## config.mk

```make
export PLATFORM = sky130hd
export DESIGN_NAME = bitmap_handle_allocator_unit
export DESIGN_NICKNAME = d
export VERILOG_FILES = /design/src/rtl/bhau_pkg.sv /design/src/rtl/bhau_map_mem.sv /design/src/rtl/bhau_lcb.sv /design/src/rtl/bitmap_handle_allocator_unit.sv
export SDC_FILE = /design/constraint.sdc
export NUM_CORES = 2
export LEC_CHECK = 0
export BUFFER_PORTS_ARGS = -buffer_cell sky130_fd_sc_hd__buf_2
export CAP_MARGIN = 30
export CORE_ASPECT_RATIO = 1.4
export CORE_MARGIN = 2
export CORE_UTILIZATION = 57
export DETAILED_ROUTE_END_ITERATION = 8
export PLACE_DENSITY = 0.75
export SKIP_CTS_REPAIR_TIMING = 1
export SLEW_MARGIN = 20
export SYNTH_ARGS = -nofsm -noshare
export SYNTH_HDL_FRONTEND = slang
export SYNTH_HIERARCHICAL = 1
export SYNTH_SLANG_ARGS = --single-unit
```

## constraint.sdc

```tcl
create_clock -name clk -period 7.4 [get_ports clk]
set_input_delay 0.37 -clock clk [delete_from_list [all_inputs] [get_ports clk]]
set_output_delay 0.37 -clock clk [all_outputs]
set_load 0.01 [all_outputs]
```

## src/rtl/bhau_pkg.sv

```systemverilog
// Types and constants of the bitmap handle allocator.
// No dependencies; used by every RTL file of the block.
package bhau_pkg;

    localparam int WORD_W   = 64;
    localparam int BIT_W    = 6;
    localparam int HANDLE_W = 10;
    localparam int TDATA_W  = 16;

    // Operation codes carried on the input tuser.
    localparam logic OP_ALLOC = 1'b0;
    localparam logic OP_FREE  = 1'b1;

    typedef logic [WORD_W-1:0] map_word_t;

    // Result of the lowest-clear-bit unit.
    typedef struct packed {
        logic             full;
        logic [BIT_W-1:0] bit_idx;
        map_word_t        onehot;
    } lcb_res_t;

endpackage

```

## src/rtl/bhau_map_mem.sv

```systemverilog
// Used-bit map storage: one write and one registered read port per cycle.
// Words never written since reset read as zero through per-word valid bits.
// Depends on bhau_pkg.
module bhau_map_mem #(
    parameter int MAP_WORDS = 16,
    parameter int AW        = 4
) (
    input  logic                clk,
    input  logic                rst_n,
    input  logic                wr_en,
    input  logic [AW-1:0]       wr_addr,
    input  bhau_pkg::map_word_t wr_data,
    input  logic [AW-1:0]       rd_addr,
    output bhau_pkg::map_word_t rd_data
);

    bhau_pkg::map_word_t mem [MAP_WORDS];
    logic [MAP_WORDS-1:0] valid_reg;
    bhau_pkg::map_word_t  rd_data_reg;

    // Valid bits make the whole map read as free right after reset.
    always_ff @(posedge clk or negedge rst_n)
    begin
        if (!rst_n)
        begin
            valid_reg <= '0;
        end
        else if (wr_en)
        begin
            valid_reg[wr_addr] <= 1'b1;
        end
    end

    // Storage array with registered read data.
    always_ff @(posedge clk)
    begin
        if (wr_en)
        begin
            mem[wr_addr] <= wr_data;
        end
        rd_data_reg <= valid_reg[rd_addr] ? mem[rd_addr] : '0;
    end

    assign rd_data = rd_data_reg;

endmodule

```

## src/rtl/bhau_lcb.sv

```systemverilog
// Lowest-clear-bit unit shared by every step of the allocation scan.
// Depends on bhau_pkg.
module bhau_lcb (
    input  bhau_pkg::map_word_t word,
    output bhau_pkg::lcb_res_t  res
);

    bhau_pkg::map_word_t onehot;
    logic [bhau_pkg::BIT_W-1:0] idx;

    // Adding one carries through the trailing ones and lands on the lowest zero.
    assign onehot = ~word & (word + bhau_pkg::map_word_t'(1));

    // Encode the one-hot position with an OR over independent bits.
    always_comb
    begin
        idx = '0;
        for (int i = 0; i < bhau_pkg::WORD_W; i++)
        begin
            if (onehot[i])
            begin
                idx = idx | bhau_pkg::BIT_W'(i);
            end
        end
    end

    assign res.full    = &word;
    assign res.bit_idx = idx;
    assign res.onehot  = onehot;

endmodule

```

## src/rtl/bitmap_handle_allocator_unit.sv

```systemverilog
// Top level of the bitmap handle allocator: sequencer, hint and result register.
// Depends on bhau_pkg, bhau_map_mem and bhau_lcb.
//
// Usage:
//   The input channel takes one word per request: tuser is the operation
//   (0 allocate, 1 free) and tdata carries the handle to free. The output
//   channel carries one word per allocate: tdata is the handle, tuser is the
//   full flag (handle reads 0 then). A free gives no output word.
//   Timing: after a word is accepted the input is not ready until the
//   request is done. A free reads the map word, then writes it back.
//   An allocate reads one map word per cycle starting at the hint word while
//   the output register is free, looking at most at MAP_WORDS words; the
//   result is shown the cycle after the scan ends. The map memory read port
//   sets this pace.
//   Reset clears the whole map (every handle free) and sets the hint to word 0
//   at once; no sweep is needed.
//   A stalled receiver holds the pending result; the next request may still be
//   accepted, and an allocate then waits at its first map word, before any
//   scanning, until the output register is free.
module bitmap_handle_allocator_unit #(
    parameter int MAP_WORDS = 16
) (
    input  logic                           clk,
    input  logic                           rst_n,
    input  logic                           s_axis_tvalid,
    output logic                           s_axis_tready,
    // [9:0] free_handle, [15:10] zero
    input  logic [bhau_pkg::TDATA_W-1:0]   s_axis_tdata,
    // [0] opcode
    input  logic                           s_axis_tuser,
    output logic                           m_axis_tvalid,
    input  logic                           m_axis_tready,
    // [9:0] handle, [15:10] zero
    output logic [bhau_pkg::TDATA_W-1:0]   m_axis_tdata,
    // [0] full_res
    output logic                           m_axis_tuser
);

    localparam int AW  = (MAP_WORDS > 1) ? $clog2(MAP_WORDS) : 1;
    localparam int WIW = (AW > 4) ? AW : 4;
    localparam logic [AW-1:0] LAST_WORD = AW'(MAP_WORDS - 1);

    localparam logic [1:0] ST_IDLE = 2'd0;
    localparam logic [1:0] ST_SCAN = 2'd1;
    localparam logic [1:0] ST_FREE = 2'd2;

    logic [1:0]    state_reg, state_next;
    logic [AW-1:0] hint_reg, hint_next;
    logic [AW-1:0] cur_reg, cur_next;
    logic [AW-1:0] cnt_reg, cnt_next;
    logic [bhau_pkg::BIT_W-1:0] fbit_reg, fbit_next;
    logic          frange_reg, frange_next;
    logic          out_valid_reg, out_valid_next;
    logic [bhau_pkg::HANDLE_W-1:0] out_handle_reg, out_handle_next;
    logic          out_full_reg, out_full_next;

    logic          wr_en;
    logic [AW-1:0] wr_addr, rd_addr, cur_wrap;
    bhau_pkg::map_word_t wr_data, word;
    bhau_pkg::lcb_res_t  lcb;
    logic          in_accept, out_free;
    logic [3:0]    in_word;
    logic [WIW-1:0] in_word_ext, cur_ext;

    bhau_map_mem #(
        .MAP_WORDS (MAP_WORDS),
        .AW        (AW)
    ) u_mem (
        .clk     (clk),
        .rst_n   (rst_n),
        .wr_en   (wr_en),
        .wr_addr (wr_addr),
        .wr_data (wr_data),
        .rd_addr (rd_addr),
        .rd_data (word)
    );

    bhau_lcb u_lcb (
        .word (word),
        .res  (lcb)
    );

    assign s_axis_tready = (state_reg == ST_IDLE);
    assign in_accept     = s_axis_tvalid && s_axis_tready;
    assign out_free      = !out_valid_reg || m_axis_tready;
    assign in_word       = s_axis_tdata[bhau_pkg::HANDLE_W-1:bhau_pkg::BIT_W];
    assign in_word_ext   = WIW'(in_word);
    assign cur_ext       = WIW'(cur_reg);
    assign cur_wrap      = (cur_reg == LAST_WORD) ? '0 : cur_reg + AW'(1);

    // Sequencer: one map word per cycle through the shared bit unit while the output register is free.
    always_comb
    begin
        state_next      = state_reg;
        hint_next       = hint_reg;
        cur_next        = cur_reg;
        cnt_next        = cnt_reg;
        fbit_next       = fbit_reg;
        frange_next     = frange_reg;
        out_valid_next  = out_valid_reg && !m_axis_tready;
        out_handle_next = out_handle_reg;
        out_full_next   = out_full_reg;
        rd_addr         = cur_reg;
        wr_en           = 1'b0;
        wr_addr         = cur_reg;
        wr_data         = word;

        unique case (state_reg)
            ST_IDLE:
            begin
                if (in_accept)
                begin
                    if (s_axis_tuser == bhau_pkg::OP_ALLOC)
                    begin
                        rd_addr    = hint_reg;
                        cur_next   = hint_reg;
                        cnt_next   = '0;
                        state_next = ST_SCAN;
                    end
                    else
                    begin
                        rd_addr     = in_word_ext[AW-1:0];
                        cur_next    = in_word_ext[AW-1:0];
                        fbit_next   = s_axis_tdata[bhau_pkg::BIT_W-1:0];
                        frange_next = (32'(in_word) < 32'(MAP_WORDS));
                        state_next  = ST_FREE;
                    end
                end
            end
            ST_SCAN:
            begin
                if (out_free)
                begin
                    if (!lcb.full)
                    begin
                        wr_en           = 1'b1;
                        wr_data         = word | lcb.onehot;
                        hint_next       = cur_reg;
                        out_valid_next  = 1'b1;
                        out_handle_next = {cur_ext[3:0], lcb.bit_idx};
                        out_full_next   = 1'b0;
                        state_next      = ST_IDLE;
                    end
                    else if (cnt_reg == LAST_WORD)
                    begin
                        out_valid_next  = 1'b1;
                        out_handle_next = '0;
                        out_full_next   = 1'b1;
                        state_next      = ST_IDLE;
                    end
                    else
                    begin
                        rd_addr  = cur_wrap;
                        cur_next = cur_wrap;
                        cnt_next = cnt_reg + AW'(1);
                    end
                end
            end
            ST_FREE:
            begin
                wr_en      = frange_reg;
                wr_data    = word & ~(bhau_pkg::map_word_t'(1) << fbit_reg);
                state_next = ST_IDLE;
            end
            default:
            begin
                state_next = ST_IDLE;
            end
        endcase
    end

    // Control registers.
    always_ff @(posedge clk or negedge rst_n)
    begin
        if (!rst_n)
        begin
            state_reg     <= ST_IDLE;
            hint_reg      <= '0;
            out_valid_reg <= 1'b0;
        end
        else
        begin
            state_reg     <= state_next;
            hint_reg      <= hint_next;
            out_valid_reg <= out_valid_next;
        end
    end

    // Working and result payload registers.
    always_ff @(posedge clk)
    begin
        cur_reg        <= cur_next;
        cnt_reg        <= cnt_next;
        fbit_reg       <= fbit_next;
        frange_reg     <= frange_next;
        out_handle_reg <= out_handle_next;
        out_full_reg   <= out_full_next;
    end

    assign m_axis_tvalid = out_valid_reg;
    assign m_axis_tdata  = bhau_pkg::TDATA_W'(out_handle_reg);
    assign m_axis_tuser  = out_full_reg;

endmodule

```

==> results.yml <==
drt:
  first_pass_iters: 7
  drt-initial-drc-count: 2723
  wire_per_inst_um: 30.93
  via_per_inst: 6.736
  routed_wl_um: 107300
  ant_nets: 0
  dr_total_vias: 23360
  drc: 0
synth:
  synth.ff_latch_count: 1136
  synth_cells: 2261
  yosysSeqAreaShare_pct: 74.88
  synth_top_family_by_area: "multiplexers"
  synthSimpleGateAreaFrac_pct: 4.812
  synth_edf_count: 1045
  synthAdderAreaFrac_pct: 0.1406
  synth_compound_area_share_pct: 5.152
  yosys.area.top_type: "edfxtp_1"
  synth.area.mux_share_pct: 13.39
  yosys_warnings: 6
  synthFlopType: "edfxtp_1"
  synth.distinct_cells: 66
  synth_top_area_share_pct: 70.53
  synthArstFlopShare_pct: 2.025
  ys_top_cells_by_area: "edfxtp_1 71%, mux4_2 13%, dfxtp_1 3.1%"
  syn_area_per_cell_um2: 19.68
  syn_area_mm2: 0.04449
  synth-xor-area-share_pct: 0.05906
sta:
  drv_slew: 0
  period_share_pct: 79.22
  fmax_ghz: 0.1706
  slew_headroom_pct: 27.33
  fin_crit_ps: 5862
  setup_viol: 0
  worst_pin_slew_ps: 1090
  fin_setup_tns_ps: 0
  final_hold_viol_count: 0
  fin_ws_ps: 1538
  fin_skew_ps: 31.51
  rsz0062_at_grt: "false"
clocking:
  cts-root-buf: "clkbuf_16"
  cts_sinks: 1136
  cts_buffer_depth: 3
  cts.htree.levels: 3
  cts_tree: "done"
  cts_buffers: 99
  path_clk_slew_ps: 60
  clk_latency_ps: 680
critical_path:
  cp-start-kind: "flop"
  critPathArrivalTime_ps: 6400
  required_ps: 7940
  regToRegStartpoint: "u_mem/rd_data[12]$_SDFF_PN0_"
  critPathKind: "flop to flop"
  crit_path_end_kind: "flop"
  critPathCapture: "u_mem/rd_data[54]$_SDFF_PN0_"
  timing.rr.end: "u_mem/rd_data[54]$_SDFF_PN0_"
  startpoint: "u_mem/rd_data[12]$_SDFF_PN0_"
  ff2ff_setup_slack_ps: 1540
  rr_worst_depth: 14
  crit_fanout: 152
global_routing:
  met2_usage_pct: 46.77
  antenna_found_initial: 0
  use_met1_pct: 35.82
  grtUsageMet3_pct: 3.869
  grt_pass1_vias: 23830
  top_usage_layer: "met2"
  grt_overflow: 0
  grt_max_degree: 153
  grt_usage_pct: 27.19
  grt_pass1_wl_um: 157300
power:
  ir_drop_v: 0.0003351
  power.leakage_nw: 15.47
  power_density_mw_per_mm2: 380.2
floorplan:
  rows: 121
  die_area_mm2: 0.08034
  ioPinCount: 40
  die_h_um: 334.6
  die-width_um: 240.1
  core_area_mm2: 0.07751
  start_util_pct: 57.40
outcome:
  status: "complete, no violations"
layout:
  drive_gt1_share_pct: 22.95
  largest_reg_flops: 1024
  syn_to_final_growth_pct: 11.11
  fill_cells: 5142
  nNetsFinal: 2366
  insertedDiodeCount: 0
  fin_util_pct: 63.78
hold_path:
  hold_path_class: "input port to flop"
  hold_depth: 3
place:
  hpwl_um: 58890
  place.port_buffers: 27
  dp_slack_ps: 1655
  gp_congestion: 0.9292
job:
  maxCapViolCount: 0
[routing by layer]
metal | vias up | part of all wire (%)
met2 | 1265 | 52
li1 | 9627 | -
met1 | 12230 | 37
met3 | 244 | 8.0
met5 | - | 0
met4 | 0 | 3.3
[power by group]
part,internal (W),total (W),switching (W),leakage [nW]
clock network,0.00293,0.00519,0.00226,1.60
registers,0.00789,0.00822,0.000327,10.5
logic,0.00221,0.00538,0.00317,3.41
total,0.0130,0.0188,0.00576,15.5
[metrics by stage]
| stage | std cells | hold slack (ps) | instance area [um2] | total power [W] |
|---|---|---|---|---|
| after floorplan | 2266 | 74.41 | 44510 | 0.01213 |
| after global placement | 3267 | 360.4 | 45930 | 0.01355 |
| after detailed placement | 3272 | 384.9 | 46010 | 0.01370 |
| after CTS | 3456 | -318.3 | 49300 | 0.01886 |
| after global routing | 3468 | 97.61 | 49430 | 0.01948 |
| final | 3468 | 81.19 | 49430 | 0.01880 |
[Yosys cell counts, drive strengths merged, types with 20 or more instances]
| library cell | number |
|---|---|
| nand4 | 28 |
| nor3 | 43 |
| a21oi | 82 |
| clkbuf | 62 |
| nor2b | 20 |
| nor2 | 71 |
| buf | 61 |
| a22oi | 128 |
| mux4 | 260 |
| edfxtp | 1045 |
| dfrtp | 23 |
| nor4 | 21 |
| dfxtp | 68 |
| nand3 | 25 |
| a32o | 64 |
| nand2 | 100 |
[worst min-delay path by stage]
stage	from	to	slack, ps
detailed placement	rst_n	hint_reg[0]$_DFFE_PN0P_	380
global placement	rst_n	hint_reg[0]$_DFFE_PN0P_	360
floorplan	rst_n	hint_reg[0]$_DFFE_PN0P_	70
finish	m_axis_tready	m_axis_tvalid$_DFF_PN0_	80
CTS	rst_n	state_reg[0]$_DFFE_PN0P_	-320
global route	m_axis_tready	m_axis_tvalid$_DFF_PN0_	100
[area by class of cell]
| class | count | area (um2) | area share [%] |
|---|---|---|---|
| clock buffer | 132 | 2745 | 5.553 |
| multi-input combinational | 991 | 10670 | 21.58 |
| timing repair buffer | 96 | 797.0 | 1.612 |
| inverter | 16 | 60.06 | 0.1215 |
| sequential | 1136 | 33320 | 67.40 |
| tap | 1045 | 1308 | 2.645 |
| clock inverter | 52 | 541.8 | 1.096 |
[cells in the final DEF (no fill, tap or decap), drive strengths merged, types with 9 or more instances in the layout]
cell,count
edfxtp,1045
mux4,260
clkbuf,133
a22oi,128
nand2,100
buf,87
a21oi,82
nor2,71
dfxtp,68
a32o,64
nor3,43
clkinv,33
nand4,28
nand3,25
dfrtp,23
nor4,21
nor2b,20
inv,20
or2,18
nand2b,12
o21ai,11
bufinv,9
nor3b,9
[kinds of logic (layout without fill, tap and decap cells)]
logic type / after synthesis / after routing
AOI/OAI and AO/OA: 314 / 314
xor gates and xnor gates: 3 / 3
adders and majority gates: 5 / 5
buffers and inverters: 139 / 296
DFF: 1136 / 1136
muxes: 270 / 270
other: 1 / 6
and+or+nand+nor: 393 / 393
[critical path, cell delays in order, from the launching register on]
cell and delay, ps:
dfxtp_1 520, nand4_1 200, nor4_2 800, nand2_1 200, nor2_1 230, and3_1 500, buf_4 290, nand4_1 120
xnor2_1 180, o21ai_4 300, buf_12 560, buf_4 650, mux4_2 390, a22oi_1 320, a21oi_1 130
(Power assumes the default switching activity.)
